<file path="src/design/rlc_pkg.sv">
package rlc_pkg;

   // payload widths
   localparam int unsigned IndexWidth = 6;
   localparam int unsigned ByteWidth  = 6;
   localparam int unsigned HueWidth   = 8;
   localparam int unsigned CsrAddrWidth = 3;
   localparam int unsigned CsrDataWidth = 32;

   // register map
   typedef enum logic {
      REG_HUE_STEP    = 1'b0,
      REG_HUE_SPACING = 1'b1
   } reg_index_type;

   localparam logic [HueWidth-1:0] HueStepReset    = 8'd3;
   localparam logic [HueWidth-1:0] HueSpacingReset = 8'd32;

   // color wheel segment boundaries
   localparam logic [HueWidth-1:0] SegMidStart  = 8'd85;
   localparam logic [HueWidth-1:0] SegRiseStart = 8'd170;
   localparam logic [HueWidth-1:0] FullScale    = 8'd255;

   typedef enum logic [1:0] {
      SEG_FALL = 2'd0,
      SEG_MID  = 2'd1,
      SEG_RISE = 2'd2
   } seg_type;

   // floor(x / 5) for 8-bit x as (x * 205) >> 10
   function automatic logic [ByteWidth-1:0] div5(input logic [HueWidth-1:0] x);
      logic [17:0] prod;
      prod = {10'd0, x} * 18'd205;
      return prod[10 +: ByteWidth];
   endfunction

endpackage

</file>
<file path="src/design/rlc_req_if.sv">
interface rlc_req_if;
   logic valid;
   logic ready;
   logic frame_request;

   modport source (output valid, output frame_request, input ready);
   modport sink   (input valid, input frame_request, output ready);
endinterface

</file>
<file path="src/design/rlc_rsp_if.sv">
interface rlc_rsp_if;
   logic                              valid;
   logic                              ready;
   logic [rlc_pkg::IndexWidth-1:0]    led_index;
   logic [rlc_pkg::ByteWidth-1:0]     first_byte;
   logic [rlc_pkg::ByteWidth-1:0]     second_byte;
   logic [rlc_pkg::ByteWidth-1:0]     third_byte;
   logic                              last_led;

   modport source (
      output valid, output led_index, output first_byte, output second_byte,
      output third_byte, output last_led, input ready
   );
   modport sink (
      input valid, input led_index, input first_byte, input second_byte,
      input third_byte, input last_led, output ready
   );
endinterface

</file>
<file path="src/design/rainbow_led_chain_color_generator.sv">
// channel      | direction | transaction
// -------------+-----------+-----------------------------------------------
// req_channel  | in        | frame_request, one per frame
// rsp_channel  | out       | led_index, three color bytes, last_led per led
// csr_*        | in        | apb write/read of hue_step and hue_spacing
//
// a frame request with frame_request set yields LED_COUNT transactions, one per cycle while rsp does not stall;
// the active flag is set when the request is taken, then led zero enters the output register;
// the led counter ends each frame; a request with frame_request clear is taken and produces nothing
// the next request is taken in the cycle the frame's last led enters the output register
// rsp stalls hold the output register and the led counter in place
// reset (synchronous, active high) clears the frame state and restores register defaults
module rainbow_led_chain_color_generator #(
   parameter int unsigned LED_COUNT = 8
) (
   input  logic                                clock,
   input  logic                                reset,
   rlc_req_if.sink                             req_channel,
   rlc_rsp_if.source                           rsp_channel,
   input  logic                                csr_psel,
   input  logic                                csr_penable,
   input  logic                                csr_pwrite,
   input  logic [rlc_pkg::CsrAddrWidth-1:0]    csr_paddr,
   input  logic [rlc_pkg::CsrDataWidth-1:0]    csr_pwdata,
   output logic [rlc_pkg::CsrDataWidth-1:0]    csr_prdata,
   output logic                                csr_pready
);

   localparam logic [rlc_pkg::IndexWidth-1:0] LastIndex =
      rlc_pkg::IndexWidth'(LED_COUNT - 1);

   // configuration registers
   logic [rlc_pkg::HueWidth-1:0] hue_step_ff, hue_spacing_ff;
   logic                         csr_write;
   rlc_pkg::reg_index_type       csr_index;

   // frame generator state
   logic                           active_ff, active_in;
   logic [rlc_pkg::HueWidth-1:0]   offset_ff, offset_in;
   logic [rlc_pkg::HueWidth-1:0]   hue_ff, hue_in;
   logic [rlc_pkg::IndexWidth-1:0] index_ff, index_in;

   // output register
   logic                           rsp_valid_ff, rsp_valid_in;
   logic [rlc_pkg::IndexWidth-1:0] led_index_ff;
   logic [rlc_pkg::ByteWidth-1:0]  first_byte_ff, second_byte_ff, third_byte_ff;
   logic                           last_led_ff;

   logic advance;
   logic at_last;
   logic req_take;
   logic frame_start;

   // wheel datapath
   logic [rlc_pkg::HueWidth-1:0] wheel_p, wheel_q, rise_val, fall_val;
   rlc_pkg::seg_type             seg;
   logic [rlc_pkg::ByteWidth-1:0] rise_div, fall_div;
   logic [rlc_pkg::ByteWidth-1:0] first_in, second_in, third_in;

   // ---------------- csr port ----------------
   assign csr_pready = 1'b1;
   assign csr_write  = csr_psel && csr_penable && csr_pwrite;
   assign csr_index  = rlc_pkg::reg_index_type'(csr_paddr[2]);

   always_ff @(posedge clock) begin
      if (reset) begin
         hue_step_ff    <= rlc_pkg::HueStepReset;
         hue_spacing_ff <= rlc_pkg::HueSpacingReset;
      end else if (csr_write) begin
         case (csr_index)
            rlc_pkg::REG_HUE_STEP:    hue_step_ff    <= csr_pwdata[rlc_pkg::HueWidth-1:0];
            rlc_pkg::REG_HUE_SPACING: hue_spacing_ff <= csr_pwdata[rlc_pkg::HueWidth-1:0];
            default: ;
         endcase
      end
   end

   always_comb begin
      case (csr_index)
         rlc_pkg::REG_HUE_STEP:
            csr_prdata = {{(rlc_pkg::CsrDataWidth-rlc_pkg::HueWidth){1'b0}}, hue_step_ff};
         rlc_pkg::REG_HUE_SPACING:
            csr_prdata = {{(rlc_pkg::CsrDataWidth-rlc_pkg::HueWidth){1'b0}}, hue_spacing_ff};
         default: csr_prdata = '0;
      endcase
   end

   // ---------------- handshake ----------------
   // the generator moves one led into the output register when that register frees up
   assign advance     = active_ff && (!rsp_valid_ff || rsp_channel.ready);
   assign at_last     = (index_ff == LastIndex);
   assign req_channel.ready = !active_ff || (advance && at_last);
   assign req_take    = req_channel.valid && req_channel.ready;
   assign frame_start = req_take && req_channel.frame_request;

   // ---------------- frame generator ----------------
   always_comb begin
      active_in = active_ff;
      offset_in = offset_ff;
      hue_in    = hue_ff;
      index_in  = index_ff;
      if (advance) begin
         // running hue replaces offset + index * spacing
         hue_in   = hue_ff + hue_spacing_ff;
         index_in = index_ff + 1'b1;
         if (at_last) begin
            active_in = 1'b0;
         end
      end
      if (frame_start) begin
         // the frame uses the current offset; the next frame sees it stepped
         active_in = 1'b1;
         hue_in    = offset_ff;
         index_in  = '0;
         offset_in = offset_ff + hue_step_ff;
      end
   end

   always_ff @(posedge clock) begin
      if (reset) begin
         active_ff <= 1'b0;
         offset_ff <= '0;
      end else begin
         active_ff <= active_in;
         offset_ff <= offset_in;
      end
   end

   always_ff @(posedge clock) begin
      hue_ff   <= hue_in;
      index_ff <= index_in;
   end

   // ---------------- color wheel ----------------
   // p = 255 - hue; each segment uses a rising ramp 3q and its complement 255 - 3q
   always_comb begin
      wheel_p = rlc_pkg::FullScale - hue_ff;
      if (wheel_p < rlc_pkg::SegMidStart) begin
         seg     = rlc_pkg::SEG_FALL;
         wheel_q = wheel_p;
      end else if (wheel_p < rlc_pkg::SegRiseStart) begin
         seg     = rlc_pkg::SEG_MID;
         wheel_q = wheel_p - rlc_pkg::SegMidStart;
      end else begin
         seg     = rlc_pkg::SEG_RISE;
         wheel_q = wheel_p - rlc_pkg::SegRiseStart;
      end
      // q never exceeds 85, so 3q fits in eight bits
      rise_val = (wheel_q << 1) + wheel_q;
      fall_val = rlc_pkg::FullScale - rise_val;
      rise_div = rlc_pkg::div5(rise_val);
      fall_div = rlc_pkg::div5(fall_val);
      case (seg)
         rlc_pkg::SEG_FALL: begin
            first_in  = fall_div;
            second_in = '0;
            third_in  = rise_div;
         end
         rlc_pkg::SEG_MID: begin
            first_in  = '0;
            second_in = rise_div;
            third_in  = fall_div;
         end
         rlc_pkg::SEG_RISE: begin
            first_in  = rise_div;
            second_in = fall_div;
            third_in  = '0;
         end
         default: begin
            first_in  = '0;
            second_in = '0;
            third_in  = '0;
         end
      endcase
   end

   // ---------------- output register ----------------
   always_comb begin
      rsp_valid_in = rsp_valid_ff;
      if (advance) begin
         rsp_valid_in = 1'b1;
      end else if (rsp_channel.ready) begin
         rsp_valid_in = 1'b0;
      end
   end

   always_ff @(posedge clock) begin
      if (reset) begin
         rsp_valid_ff <= 1'b0;
      end else begin
         rsp_valid_ff <= rsp_valid_in;
      end
   end

   always_ff @(posedge clock) begin
      if (advance) begin
         led_index_ff   <= index_ff;
         first_byte_ff  <= first_in;
         second_byte_ff <= second_in;
         third_byte_ff  <= third_in;
         last_led_ff    <= at_last;
      end
   end

   assign rsp_channel.valid       = rsp_valid_ff;
   assign rsp_channel.led_index   = led_index_ff;
   assign rsp_channel.first_byte  = first_byte_ff;
   assign rsp_channel.second_byte = second_byte_ff;
   assign rsp_channel.third_byte  = third_byte_ff;
   assign rsp_channel.last_led    = last_led_ff;

`ifndef NO_ASSERTIONS
   // a new request is taken mid-frame only as the last led moves out
   assert property (@(posedge clock) disable iff (reset)
      (active_ff && req_channel.ready) |-> (advance && at_last))
      else $error("request taken in the middle of a frame");

   // a frame start always leaves the generator busy with led zero
   assert property (@(posedge clock) disable iff (reset)
      frame_start |=> (active_ff && index_ff == '0))
      else $error("frame start did not arm the generator");

   // the last led flag marks exactly the final index of the chain
   assert property (@(posedge clock) disable iff (reset)
      rsp_valid_ff |-> (last_led_ff == (led_index_ff == LastIndex)))
      else $error("last led flag out of step with the led index");

   // every wheel color has at least one dark component
   assert property (@(posedge clock) disable iff (reset)
      rsp_valid_ff |-> (first_byte_ff == '0 || second_byte_ff == '0 || third_byte_ff == '0))
      else $error("wheel output has no dark component");
`endif

endmodule
</file>
<file path="src/flat_wrapper.sv">
// flat-port wrapper written by rule: the top's interface ports become plain ports
module rainbow_led_chain_color_generator_flat 
#(
   parameter int unsigned LED_COUNT = 8
)
  (clock, reset, csr_psel, csr_penable, csr_pwrite, csr_paddr, csr_pwdata, csr_prdata, csr_pready, req_channel_valid, req_channel_frame_request, req_channel_ready, rsp_channel_valid, rsp_channel_led_index, rsp_channel_first_byte, rsp_channel_second_byte, rsp_channel_third_byte, rsp_channel_last_led, rsp_channel_ready);
  rlc_req_if req_channel_i ();
  rlc_rsp_if rsp_channel_i ();
  input  logic clock;
  input  logic reset;
  input  logic csr_psel;
  input  logic csr_penable;
  input  logic csr_pwrite;
  input  logic [rlc_pkg::CsrAddrWidth-1:0] csr_paddr;
  input  logic [rlc_pkg::CsrDataWidth-1:0] csr_pwdata;
  output logic [rlc_pkg::CsrDataWidth-1:0] csr_prdata;
  output logic csr_pready;
  input wire logic [$bits(req_channel_i.valid)-1:0] req_channel_valid;
  input wire logic [$bits(req_channel_i.frame_request)-1:0] req_channel_frame_request;
  output wire logic [$bits(req_channel_i.ready)-1:0] req_channel_ready;
  output wire logic [$bits(rsp_channel_i.valid)-1:0] rsp_channel_valid;
  output wire logic [$bits(rsp_channel_i.led_index)-1:0] rsp_channel_led_index;
  output wire logic [$bits(rsp_channel_i.first_byte)-1:0] rsp_channel_first_byte;
  output wire logic [$bits(rsp_channel_i.second_byte)-1:0] rsp_channel_second_byte;
  output wire logic [$bits(rsp_channel_i.third_byte)-1:0] rsp_channel_third_byte;
  output wire logic [$bits(rsp_channel_i.last_led)-1:0] rsp_channel_last_led;
  input wire logic [$bits(rsp_channel_i.ready)-1:0] rsp_channel_ready;
  assign req_channel_i.valid = req_channel_valid;
  assign req_channel_i.frame_request = req_channel_frame_request;
  assign req_channel_ready = req_channel_i.ready;
  assign rsp_channel_valid = rsp_channel_i.valid;
  assign rsp_channel_led_index = rsp_channel_i.led_index;
  assign rsp_channel_first_byte = rsp_channel_i.first_byte;
  assign rsp_channel_second_byte = rsp_channel_i.second_byte;
  assign rsp_channel_third_byte = rsp_channel_i.third_byte;
  assign rsp_channel_last_led = rsp_channel_i.last_led;
  assign rsp_channel_i.ready = rsp_channel_ready;
  rainbow_led_chain_color_generator #(.LED_COUNT(LED_COUNT)) u_core (.clock(clock), .reset(reset), .req_channel(req_channel_i), .rsp_channel(rsp_channel_i), .csr_psel(csr_psel), .csr_penable(csr_penable), .csr_pwrite(csr_pwrite), .csr_paddr(csr_paddr), .csr_pwdata(csr_pwdata), .csr_prdata(csr_prdata), .csr_pready(csr_pready));
endmodule
</file>
<file path="config.mk">
export PLATFORM = sky130hd
export DESIGN_NAME = rainbow_led_chain_color_generator_flat
export DESIGN_NICKNAME = d
export VERILOG_FILES = /design/src/design/rlc_pkg.sv /design/src/design/rlc_req_if.sv /design/src/design/rlc_rsp_if.sv /design/src/design/rainbow_led_chain_color_generator.sv /design/src/flat_wrapper.sv
export SDC_FILE = /design/constraint.sdc
export NUM_CORES = 1
export LEC_CHECK = 0
export BUFFER_PORTS_ARGS = -buffer_cell sky130_fd_sc_hd__buf_4
export CAP_MARGIN = 0
export CELL_PAD_IN_SITES_DETAIL_PLACEMENT = 1
export CELL_PAD_IN_SITES_GLOBAL_PLACEMENT = 1
export CORE_ASPECT_RATIO = 0.5
export CORE_MARGIN = 5
export CORE_UTILIZATION = 48
export DETAILED_ROUTE_END_ITERATION = 8
export HOLD_SLACK_MARGIN = 0.08
export PLACE_DENSITY = 0.87
export SKIP_CTS_REPAIR_TIMING = 1
export SYNTH_ARGS = -nofsm -noshare
export SYNTH_HDL_FRONTEND = slang
export SYNTH_SLANG_ARGS = --single-unit
</file>
<file path="constraint.sdc">
create_clock -name clock -period 15.75 [get_ports clock]
set_clock_uncertainty 0.15 [all_clocks]
set_input_delay 1.575 -clock clock [delete_from_list [all_inputs] [get_ports clock]]
set_output_delay 1.575 -clock clock [all_outputs]
set_load 0.01 [all_outputs]
</file>
Word-level counts from Yosys, hierarchy flattened
Index checks and enable logic that the tools add are counted.
- logic and storage cells: 60
- input bits: 43
- output and inout port bits: 60
- register bits after elaboration: 65
- reduce and logical (&&, ||, !) cells: 17
- order comparisons: 2
- $mul: 2
- bitwise logic cells: 1
- eq/ne operators: 3
- mux-type cells: 15
- $add $sub $neg: 8
- operators with widths (cell ; count):
    $pmux W32 S2 ; 1
    $pmux W6 S2 ; 3
    $mul A8 B8 Y16 const B ; 2
    $mux W8 ; 4
    $add A8 B8 Y8 ; 3
    $sub A8 B8 Y8 const A ; 2
    $lt A8 B7 Y1 const B ; 1
    $lt A8 B8 Y1 const B ; 1
    $sub A8 B7 Y8 const B ; 1
    $sub A8 B8 Y8 const B ; 1
    $add A6 B1 Y6 const B ; 1
    $eq A6 B3 Y1 const B ; 1
    $logic_and A1 B1 Y1 ; 6
    $reduce_and A2 Y1 ; 3
    $reduce_bool A2 Y1 ; 3
    $mux W1 ; 5
    $mux W2 ; 2
    $eq A2 B1 Y1 const B ; 1
    $eq A2 B2 Y1 const B ; 1
    $logic_not A1 Y1 ; 2
    $logic_not A2 Y1 ; 1
    $logic_or A1 B1 Y1 ; 2
    $not A1 Y1 ; 1

Logic depth before layout (Yosys ltp)
Gate-level depths: netlist of the first run.
- depth in word-level cells: 9
- mapped depth: 30
- depth with buffers taken out: 30

Least setup slack after synthesis of the first run
Ideal clock, no wire load.
- path kind: register -> register
- from: reg u_core.hue_ff[1] in the netlist's numbering
- to: reg u_core.first_byte_ff (netlist bit u_core.rsp_channel.first_byte[5]) (data pin)
- path buffers: 1
- required time: 15.344 ns
- stages on the path, launching flop included: 30
- setup time: 0.256 ns
- slack: 8.445 ns
- arrival: 6.899 ns
- clock period less this slack: 7.305 ns
- cell sequence: edfxtp_1 ha_1 o21ai_1 and2_1 nor2b_1 o21a_1 clkbuf_1 or3_1 nand3_1 o21ai_0 ha_1 a211oi_1 nor2_1 o311ai_2 inv_1 ha_1 ha_1 fa_1 inv_1 fa_1 inv_1 ha_1 and3_1 nor2b_1 o31ai_1 o211ai_2 a211oi_2 o21bai_1 xnor2_1 a22o_1
- cells in the longest elaborated chain, start to end: 8
- elaborated cells between the ends (all ways): 16
- those cells by class: add/sub (5); mul (2); order compare (2); eq/ne (1); mux (5); reduce/logical (1)
- ends and longest elaborated chain (element ; line ; text):
    from (decl) ; rainbow_led_chain_color_generator.sv:40 ; logic [rlc_pkg::HueWidth-1:0] hue_ff, hue_in;
    from (signal assigned) ; rainbow_led_chain_color_generator.sv:130 ; hue_ff <= hue_in;
    $sub A8 B8 Y8 * ; rainbow_led_chain_color_generator.sv:137 ; wheel_p = rlc_pkg::FullScale - hue_ff;
    $sub A8 B8 Y8 (tied with other cells) ; rainbow_led_chain_color_generator.sv:146 ; wheel_q = wheel_p - rlc_pkg::SegRiseStart;
    $mux W8 ; rainbow_led_chain_color_generator.sv:141 ; end else if (wheel_p < rlc_pkg::SegRiseStart) begin
    $mux W8 ; rainbow_led_chain_color_generator.sv:138 ; if (wheel_p < rlc_pkg::SegMidStart) begin
    $add A8 B8 Y8 ; rainbow_led_chain_color_generator.sv:149 ; rise_val = (wheel_q << 1) + wheel_q;
    $sub A8 B8 Y8 ; rainbow_led_chain_color_generator.sv:150 ; fall_val = rlc_pkg::FullScale - rise_val;
    $mul A8 B8 Y16 ; rlc_pkg.sv:33 ; prod = {10'd0, x} * 18'd205;
    $pmux W6 S2 * ; rainbow_led_chain_color_generator.sv:153 ; case (seg)
    named net u_core.first_in, one bit ; rainbow_led_chain_color_generator.sv:58 ; logic [rlc_pkg::ByteWidth-1:0] first_in, second_in, third_in;
    to (signal assigned) ; rainbow_led_chain_color_generator.sv:198 ; first_byte_ff <= first_in;
    to (decl) ; rainbow_led_chain_color_generator.sv:46 ; logic [rlc_pkg::ByteWidth-1:0] first_byte_ff, second_byte_ff, third_byte_ff;
Mark *: on every way through the listed nets, which the timed path passes. The rest lies on a longest branch.
A chain may end at the register's enable or synchronous reset.

Worst setup path in the final report of the first run
- from: reg u_core.hue_ff[1] in the netlist's numbering
- to: reg u_core.second_byte_ff (netlist bit u_core.rsp_channel.second_byte[3]) (data pin)
- cells in the longest elaborated chain, start to end: 8
- elaborated cells between the ends (all ways): 16
- those cells by class: add/sub (5); mul (2); order compare (2); eq/ne (2); mux (5)
- ends and longest elaborated chain (element ; line ; text):
    $sub A8 B8 Y8 * ; rainbow_led_chain_color_generator.sv:137 ;
    $sub A8 B8 Y8 (tied with other cells) ; rainbow_led_chain_color_generator.sv:146 ;
    $mux W8 ; rainbow_led_chain_color_generator.sv:141 ;
    $mux W8 ; rainbow_led_chain_color_generator.sv:138 ;
    $add A8 B8 Y8 ; rainbow_led_chain_color_generator.sv:149 ;
    $sub A8 B8 Y8 ; rainbow_led_chain_color_generator.sv:150 ;
    $mul A8 B8 Y16 ; rlc_pkg.sv:33 ;
    $pmux W6 S2 * ; rainbow_led_chain_color_generator.sv:153 ;
    named net u_core.second_in, one bit ; rainbow_led_chain_color_generator.sv:58 ;
    to (signal assigned) ; rainbow_led_chain_color_generator.sv:199 ; second_byte_ff <= second_in;
    to (decl) ; rainbow_led_chain_color_generator.sv:46 ;
Marks and branches as above.

==> flow_summary.html, run 1 <==
<table>
<tr><th>Metric</th><th>Value</th></tr>
<tr><th colspan="2">Status</th></tr>
<tr><td>Result of the run</td><td>completed</td></tr>
<tr><th colspan="2">Timing</th></tr>
<tr><td>Worst hold slack</td><td>0.335 ns</td></tr>
<tr><td>Minimum clock period</td><td>9.14 ns</td></tr>
<tr><td>Final worst-path cycle share</td><td>58.0%</td></tr>
<tr><td>Unrepaired setup endpoints after global routing</td><td>no</td></tr>
<tr><td>Endpoints failing hold</td><td>0</td></tr>
<tr><td>Worst rel slew slack</td><td>33.6%</td></tr>
<tr><td>Pins Over Slew Limit</td><td>0</td></tr>
<tr><td>Slew at the pin closest to its max-slew limit</td><td>0.995 ns</td></tr>
<tr><td>Count of final setup violators</td><td>0</td></tr>
<tr><td>Maximum achievable frequency</td><td>0.109 GHz</td></tr>
<tr><td>Total Neg Setup Slack</td><td>0 ns</td></tr>
<tr><th colspan="2">Placement</th></tr>
<tr><td>Number of port buffers</td><td>51</td></tr>
<tr><td>Detailed placement HPWL</td><td>12.5 mm</td></tr>
<tr><td>Final RePlAce weighted congestion</td><td>0.847</td></tr>
<tr><th colspan="2">Floorplan</th></tr>
<tr><td>Horizontal die dimension</td><td>170 µm</td></tr>
<tr><td>Placeable core region</td><td>12600 µm²</td></tr>
<tr><td>Number of top-level pins</td><td>103</td></tr>
<tr><td>Num rows</td><td>29</td></tr>
<tr><td>Total die area</td><td>15300 µm²</td></tr>
<tr><td>Vertical extent of the die</td><td>89.9 µm</td></tr>
<tr><td>Initial core utilization</td><td>48.7%</td></tr>
<tr><th colspan="2">Routing</th></tr>
<tr><td>Detailed-routing iteration count for the pre-antenna-repair pass</td><td>4</td></tr>
<tr><td>Via total after detailed routing</td><td>4788</td></tr>
<tr><td>DR iter-0 viols</td><td>152</td></tr>
<tr><td>DR WL/cell</td><td>18.3 µm</td></tr>
<tr><td>Post-route DRC violation count</td><td>0</td></tr>
<tr><td>Aggregate routed wire length</td><td>15.7 mm</td></tr>
<tr><td>Mean number of vias per cell</td><td>5.57</td></tr>
<tr><td>Number of nets with antenna violations after routing</td><td>0</td></tr>
<tr><th colspan="2">Yosys</th></tr>
<tr><td>Part of the Yosys area used for sequential elements</td><td>26.6%</td></tr>
<tr><td>Syn. warnings</td><td>0</td></tr>
<tr><td>Ranking of synthesized cells by area</td><td>ha_1 (21%), edfxtp_1 (16%), dfxtp_1 (10%)</td></tr>
<tr><td>Post-synth top flop</td><td>edfxtp_1</td></tr>
<tr><td>Yosys top cell by area</td><td>ha_1</td></tr>
<tr><td>Post-Syn Area per Cell</td><td>9.60 µm²</td></tr>
<tr><td>Proportion of netlist area held by the largest area contributor</td><td>21.2%</td></tr>
<tr><td>Most numerous cell types in the synthesized netlist</td><td>ha_1 (104), inv_1 (56), nor2_1 (50), nand2_1 (48), a21oi_1 (44)</td></tr>
<tr><td>Synthesized cell area</td><td>6130 µm²</td></tr>
<tr><td>Count of distinct cell types in the synthesized netlist</td><td>64</td></tr>
<tr><td>Most numerous cell in the Yosys netlist</td><td>ha_1</td></tr>
<tr><td>Number of synthesized flops with an enable pin</td><td>33</td></tr>
<tr><td>Seq cells post-synth</td><td>65</td></tr>
<tr><td>Async S/R FF share, synth</td><td>0%</td></tr>
<tr><td>Synthesized netlist cell count</td><td>639</td></tr>
<tr><th colspan="2">Worst setup path</th></tr>
<tr><td>Startpoint types</td><td>flop</td></tr>
<tr><td>Crit Reg-Reg Endpoint</td><td>u_core.rsp_channel.second_byte[3]</td></tr>
<tr><td>CP Capture Type</td><td>flop</td></tr>
<tr><td>Req. time, crit path</td><td>15.68 ns</td></tr>
<tr><td>Register-to-register setup slack</td><td>6.61 ns</td></tr>
<tr><td>Worst r2r src</td><td>u_core.hue_ff[1]</td></tr>
<tr><td>Start point of the critical path</td><td>u_core.hue_ff[1]</td></tr>
<tr><td>Arrival time reported for the critical path endpoint</td><td>9.07 ns</td></tr>
<tr><td>Maximum fanout along the worst path</td><td>11</td></tr>
<tr><td>Class of the most critical setup path</td><td>reg -&gt; reg</td></tr>
<tr><td>Number of cells on the worst reg-to-reg path</td><td>26</td></tr>
<tr><th colspan="2">Layout</th></tr>
<tr><td>Antenna Cells</td><td>0</td></tr>
<tr><td>Share of cells above drive strength 1</td><td>13.8%</td></tr>
<tr><td>Area Growth Syn to Fin</td><td>11.4%</td></tr>
<tr><td>Filler cell count in the final layout</td><td>1448</td></tr>
<tr><td>Number of nets at the end of the flow</td><td>850</td></tr>
<tr><td>Final cell utilization of the core</td><td>54.2%</td></tr>
<tr><th colspan="2">Run</th></tr>
<tr><td>Number of max-cap violations</td><td>0</td></tr>
<tr><th colspan="2">Global routing</th></tr>
<tr><td>Via count of the first global-routing pass</td><td>5297</td></tr>
<tr><td>First-pass GRT wire length</td><td>26.3 mm</td></tr>
<tr><td>GRT Total Usage</td><td>21.1%</td></tr>
<tr><td>Maximum number of pins on one net before global-route repair</td><td>32</td></tr>
<tr><td>Remaining global-route overflow</td><td>0</td></tr>
<tr><td>Initial antenna violation count</td><td>0</td></tr>
<tr><th colspan="2">Hold path</th></tr>
<tr><td>Worst hold stages</td><td>2</td></tr>
<tr><td>Hold endpoint</td><td>u_core.offset_ff[0]</td></tr>
<tr><td>Origin of the worst min-delay path</td><td>u_core.offset_ff[0]</td></tr>
<tr><td>Hold Path Class</td><td>reg -&gt; reg</td></tr>
<tr><th colspan="2">Clocking</th></tr>
<tr><td>Clk Latency, worst-skew pair</td><td>0.33 ns</td></tr>
<tr><td>Total clock sinks</td><td>65</td></tr>
<tr><td>Clock buffer count from CTS</td><td>9</td></tr>
<tr><td>TritonCTS clock tree</td><td>built</td></tr>
<tr><td>H-tree levels</td><td>3</td></tr>
<tr><td>CTS clk-pin slew, worst paths</td><td>0.05 ns</td></tr>
<tr><td>Root Driver</td><td>clkbuf_16</td></tr>
<tr><td>Max Buffers Root-to-Sink</td><td>2</td></tr>
</table>
[kinds of logic (layout without fill, tap and decap cells)]
family                     after synthesis  after routing  synth area share (%)
xor gates and xnor gates                48             48                  7.65
AOI/OAI and AO/OA                      134            134                  15.7
adders and majority gates              123            123                  27.4
buffers and inverters                   98            125                  7.75
other                                    2             25                 0.122
and+or+nand+nor                        153            153                  11.9
muxes                                   16             16                  2.92
DFF                                     65             65                  26.6
[state kept, by name, indices dropped and copies added (netlist names)]
register / cells
u_core.offset_ff: 8
u_core.rsp_channel.second_byte: 6
u_core.index_ff: 6
u_core.rsp_channel.last_led: 1
u_core.rsp_channel.first_byte: 6
u_core.hue_ff: 8
u_core.active_ff: 1
u_core.hue_step_ff: 8
u_core.hue_spacing_ff: 8
u_core.rsp_channel.led_index: 6
u_core.rsp_channel.third_byte: 6
u_core.rsp_channel.valid: 1
[per-layer routing]
metal / track usage (%) / vias up / wire length [µm]
met5: 0 / - / 0
met4: 7.77 / 0 / 410
met3: 4.12 / 35 / 536
met2: 38.1 / 105 / 8000
met1: 24.9 / 2367 / 6790
li1: - / 2281 / -
[critical path: stages, from the launching register on]
cell and delay (ns):
edfxtp_1 0.53, a21o_4 0.31, a21o_1 0.20, a21oi_1 0.79
nand2_1 0.12, a21oi_1 0.18, a2bb2oi_1 0.77, ha_1 0.41
a211oi_1 0.35, nor2_1 0.17, o311ai_2 0.55, inv_1 0.25
ha_1 0.46, ha_1 0.34, fa_1 0.51, inv_1 0.06
fa_1 0.56, inv_1 0.06, ha_1 0.31, and3_1 0.21
nor2b_1 0.15, o31ai_1 0.34, o211ai_2 0.22, a21o_1 0.25
a21oi_1 0.21, xnor2_1 0.14, a22o_1 0.28
[worst max-delay path by stage]
stage                     depth (start not counted)                                 to  slack, ns
final                                            26  u_core.rsp_channel.second_byte[3]       6.61
after global routing                             26  u_core.rsp_channel.second_byte[3]       6.13
after CTS                                        26  u_core.rsp_channel.second_byte[3]       6.61
after detailed placement                         26  u_core.rsp_channel.second_byte[3]       6.75
after global placement                           26   u_core.rsp_channel.third_byte[5]       7.07
after floorplan                                  29   u_core.rsp_channel.first_byte[5]       8.44
[cell usage in the layout (no fill, tap or decap), types with 3 or more instances in the layout]
cell / n
o21ai_0: 15
nor3_1: 4
nand4_1: 4
nand2b_1: 5
xnor2_2: 4
a21oi_1: 44
a21o_1: 16
o22ai_1: 11
a211oi_1: 6
inv_1: 56
xor2_1: 15
o21bai_1: 6
a22o_1: 10
dfxtp_1: 32
nor2b_1: 14
xnor2_1: 28
nand3_1: 8
clkbuf_16: 9
or3_1: 4
o21ai_1: 3
clkinv_2: 3
nor2_1: 50
buf_4: 53
edfxtp_1: 33
and3_1: 4
mux2i_1: 7
fa_1: 19
nand2_1: 48
ha_1: 104
mux2_2: 7
conb_1: 25
[stage by stage]
stage / area (µm²) / std cells / setup slack [ns]
after floorplan: 6220 / 662 / 8.44
after global placement: 6570 / 843 / 7.07
after detailed placement: 6570 / 843 / 6.75
after CTS: 6830 / 859 / 6.61
after global routing: 6830 / 859 / 6.13
final: 6830 / 859 / 6.61
[layout make-up]
cell class / count / area [µm²] / area share (%)
sequential: 65 / 1630 / 23.9
tap: 170 / 213 / 3.11
multi-input combinational: 499 / 4110 / 60.2
timing repair buffer: 53 / 398 / 5.83
clock inverter: 6 / 33.8 / 0.495
clock buffer: 10 / 229 / 3.35
inverter: 56 / 210 / 3.08
Power of run 1 is left out: the tool's default activity adds up to more than one toggle a clock period on the data nets, which glitch-free logic cannot reach.
==> run 2, diff against run 1 <==
--- a/config.mk
+++ b/config.mk
@@ -11,10 +11,10 @@
 export CELL_PAD_IN_SITES_GLOBAL_PLACEMENT = 1
 export CORE_ASPECT_RATIO = 0.5
 export CORE_MARGIN = 5
-export CORE_UTILIZATION = 48
+export CORE_UTILIZATION = 45
 export DETAILED_ROUTE_END_ITERATION = 8
 export HOLD_SLACK_MARGIN = 0.08
-export PLACE_DENSITY = 0.87
+export PLACE_DENSITY = 0.83
 export SKIP_CTS_REPAIR_TIMING = 1
 export SYNTH_ARGS = -nofsm -noshare
 export SYNTH_HDL_FRONTEND = slang
==> constraint.sdc (replaced) <==
create_clock -name clock -period 9.24 [get_ports clock]
set_clock_uncertainty 0.15 [all_clocks]
set_input_delay 0.924 -clock clock [delete_from_list [all_inputs] [get_ports clock]]
set_output_delay 0.924 -clock clock [all_outputs]
set_load 0.01 [all_outputs]
==> run 2 against run 1 <==
Against the previous run: cell count increased by 1.0%; sequential share of layout area decreased by 0.20 points; via count is 1.3% lower; register-to-register slack got worse by 5.9 ns; worst hold slack worse by 0.0038 ns; largest cell class unchanged; critical endpoint is now u_core.rsp_channel.second_byte[5].
==> flow_summary.html, run 2 (same netlist as run 1, synthesis figures left out) <==
<table>
<tr><th>Metric</th><th>Value</th></tr>
<tr><th colspan="2">Routing</th></tr>
<tr><td>DR iter-0 viols</td><td>195 (+28%)</td></tr>
<tr><td>DR WL/cell</td><td>17.5 µm (-4.8%)</td></tr>
<tr><td>Post-route DRC violation count</td><td>0 (unchanged)</td></tr>
<tr><td>Detailed-routing iteration count for the pre-antenna-repair pass</td><td>4 (unchanged)</td></tr>
<tr><td>Via total after detailed routing</td><td>4726 (-1.3%)</td></tr>
<tr><td>Number of nets with antenna violations after routing</td><td>0 (unchanged)</td></tr>
<tr><td>Mean number of vias per cell</td><td>5.44 (-2.3%)</td></tr>
<tr><td>Aggregate routed wire length</td><td>15.1 mm (-3.8%)</td></tr>
<tr><th colspan="2">Clocking</th></tr>
<tr><td>TritonCTS clock tree</td><td>built</td></tr>
<tr><td>Root Driver</td><td>clkbuf_16</td></tr>
<tr><td>CTS clk-pin slew, worst paths</td><td>0.05 ns (about the same)</td></tr>
<tr><td>Clk Latency, worst-skew pair</td><td>0.33 ns (about the same)</td></tr>
<tr><td>Total clock sinks</td><td>65 (unchanged)</td></tr>
<tr><td>H-tree levels</td><td>3 (unchanged)</td></tr>
<tr><td>Clock buffer count from CTS</td><td>9 (unchanged)</td></tr>
<tr><td>Max Buffers Root-to-Sink</td><td>2 (unchanged)</td></tr>
<tr><th colspan="2">Global routing</th></tr>
<tr><td>Maximum number of pins on one net before global-route repair</td><td>32 (unchanged)</td></tr>
<tr><td>Grt met1 use</td><td>23.3% (-1.6 points)</td></tr>
<tr><td>Initial antenna violation count</td><td>0 (unchanged)</td></tr>
<tr><td>Via count of the first global-routing pass</td><td>5196 (-1.9%)</td></tr>
<tr><td>Met2 usage</td><td>36.5% (-1.6 points)</td></tr>
<tr><td>First-pass GRT wire length</td><td>25.7 mm (-2.1%)</td></tr>
<tr><td>Remaining global-route overflow</td><td>0 (unchanged)</td></tr>
<tr><td>GRT Total Usage</td><td>19.4% (-1.7 points)</td></tr>
<tr><td>Met3 demand-to-capacity share in global routing</td><td>2.94% (-1.2 points)</td></tr>
<tr><td>GRT busiest layer</td><td>met2</td></tr>
<tr><th colspan="2">Timing</th></tr>
<tr><td>Worst hold slack</td><td>0.331 ns (-0.00377 ns)</td></tr>
<tr><td>Minimum clock period</td><td>8.54 ns (-0.603 ns)</td></tr>
<tr><td>Pins Over Slew Limit</td><td>0 (unchanged)</td></tr>
<tr><td>Count of final setup violators</td><td>0 (unchanged)</td></tr>
<tr><td>Slew at the pin closest to its max-slew limit</td><td>0.973 ns (-0.0223 ns)</td></tr>
<tr><td>Total Neg Setup Slack</td><td>0 ns (unchanged)</td></tr>
<tr><td>Worst rel slew slack</td><td>34.9% (+1.2 points)</td></tr>
<tr><td>Unrepaired setup endpoints after global routing</td><td>no</td></tr>
<tr><td>Maximum achievable frequency</td><td>0.117 GHz (+7.1%)</td></tr>
<tr><td>Final worst-path cycle share</td><td>92.4% (+34 points)</td></tr>
<tr><td>Endpoints failing hold</td><td>0 (unchanged)</td></tr>
<tr><th colspan="2">Layout</th></tr>
<tr><td>Area Growth Syn to Fin</td><td>12.3%</td></tr>
<tr><td>Most frequent standard cell in the layout excluding fill and tap cells</td><td>ha_1</td></tr>
<tr><td>Filler cell count in the final layout</td><td>1546 (+6.8%)</td></tr>
<tr><td>Antenna Cells</td><td>0 (unchanged)</td></tr>
<tr><td>Most frequent cells in the layout</td><td>ha_1 (104), inv_1 (56), buf_4 (56)</td></tr>
<tr><td>Number of nets at the end of the flow</td><td>853 (+0.35%)</td></tr>
<tr><td>Share of cells above drive strength 1</td><td>14.0% (+0.23 points)</td></tr>
<tr><th colspan="2">Placement</th></tr>
<tr><td>Final RePlAce weighted congestion</td><td>0.824 (-2.7%)</td></tr>
<tr><td>Detailed placement HPWL</td><td>12.0 mm (-4.7%)</td></tr>
<tr><td>Number of port buffers</td><td>51 (unchanged)</td></tr>
<tr><th colspan="2">Floorplan</th></tr>
<tr><td>Horizontal die dimension</td><td>175 µm (+3.1%)</td></tr>
<tr><td>Total die area</td><td>16200 µm² (+6.1%)</td></tr>
<tr><td>Initial core utilization</td><td>45.6% (-3.1 points)</td></tr>
<tr><td>Placeable core region</td><td>13400 µm² (+6.7%)</td></tr>
<tr><td>Vertical extent of the die</td><td>92.5 µm (+2.9%)</td></tr>
<tr><td>Num rows</td><td>30 (+3.4%)</td></tr>
<tr><td>Number of top-level pins</td><td>103 (unchanged)</td></tr>
<tr><th colspan="2">Worst setup path</th></tr>
<tr><td>Class of the most critical setup path</td><td>reg -&gt; reg</td></tr>
<tr><td>Startpoint types</td><td>flop</td></tr>
<tr><td>Critical-path top delay cell</td><td>edfxtp_1</td></tr>
<tr><td>Crit path largest cell delay</td><td>0.54 ns (-0.25 ns)</td></tr>
<tr><td>CP Capture Type</td><td>flop</td></tr>
<tr><td>Maximum fanout along the worst path</td><td>9 (-2)</td></tr>
<tr><td>Arrival time reported for the critical path endpoint</td><td>8.47 ns (-0.60 ns)</td></tr>
<tr><td>Most repeated library cell on the critical path</td><td>ha_1</td></tr>
<tr><td>Req. time, crit path</td><td>9.17 ns (-6.51 ns)</td></tr>
<tr><th colspan="2">Hold path</th></tr>
<tr><td>Hold Path Class</td><td>reg -&gt; reg</td></tr>
<tr><th colspan="2">Status</th></tr>
<tr><td>Result of the run</td><td>completed</td></tr>
<tr><th colspan="2">Run</th></tr>
<tr><td>Number of max-cap violations</td><td>0 (unchanged)</td></tr>
</table>
==> run 2: metal layers <==
metal  wire [µm]  up-vias
met2        7740      101
met5           0        -
met4         241        0
li1            -     2286
met1        6720     2317
met3         445       22
==> run 2: area by class of cell <==
type	instances	area, µm²	share of cell area [%]
multi-input cells	499	4110	59.7
flip-flops and latches	65	1630	23.7
repair buffers	56	420	6.10
clock buffers	12	246	3.58
well taps	176	220	3.20
inverters	56	210	3.05
clock inverters	4	43.8	0.636
==> run 2: critical path: cells and delay by family (launching register included) <==
family	cells	cell delay, ns
flops	1	0.54
simple gates	6	1.36
fa+ha+maj	7	2.77
xor+xnor	2	0.34
buf+inv	4	0.42
compound gates	11	2.71
==> run 2: stage by stage <==
step                setup WS [ns]  std cells  instance area [µm²]  utilization [%]
floorplan                    1.93        662                 6220                -
global placement             1.06        852                 6600             49.1
detailed placement          0.864        852                 6600             49.1
CTS                         0.699        868                 6890             51.2
global route                0.179        868                 6890             51.2
finish                      0.701        868                 6890             51.2
==> run 2: path summary, 6_finish.rpt <==
kind | start | to | slack (ns) | cells after the start
setup / recovery | u_core.hue_ff[1] | u_core.rsp_channel.second_byte[5] | 0.70 | 30
hold / removal | u_core.offset_ff[6] | u_core.offset_ff[6] | 0.33 | 2
setup reg to reg | u_core.hue_ff[1] | u_core.rsp_channel.second_byte[5] | 0.70 | 30
hold reg to reg | u_core.offset_ff[6] | u_core.offset_ff[6] | 0.33 | 2
Power of run 2 is left out for the same reason.
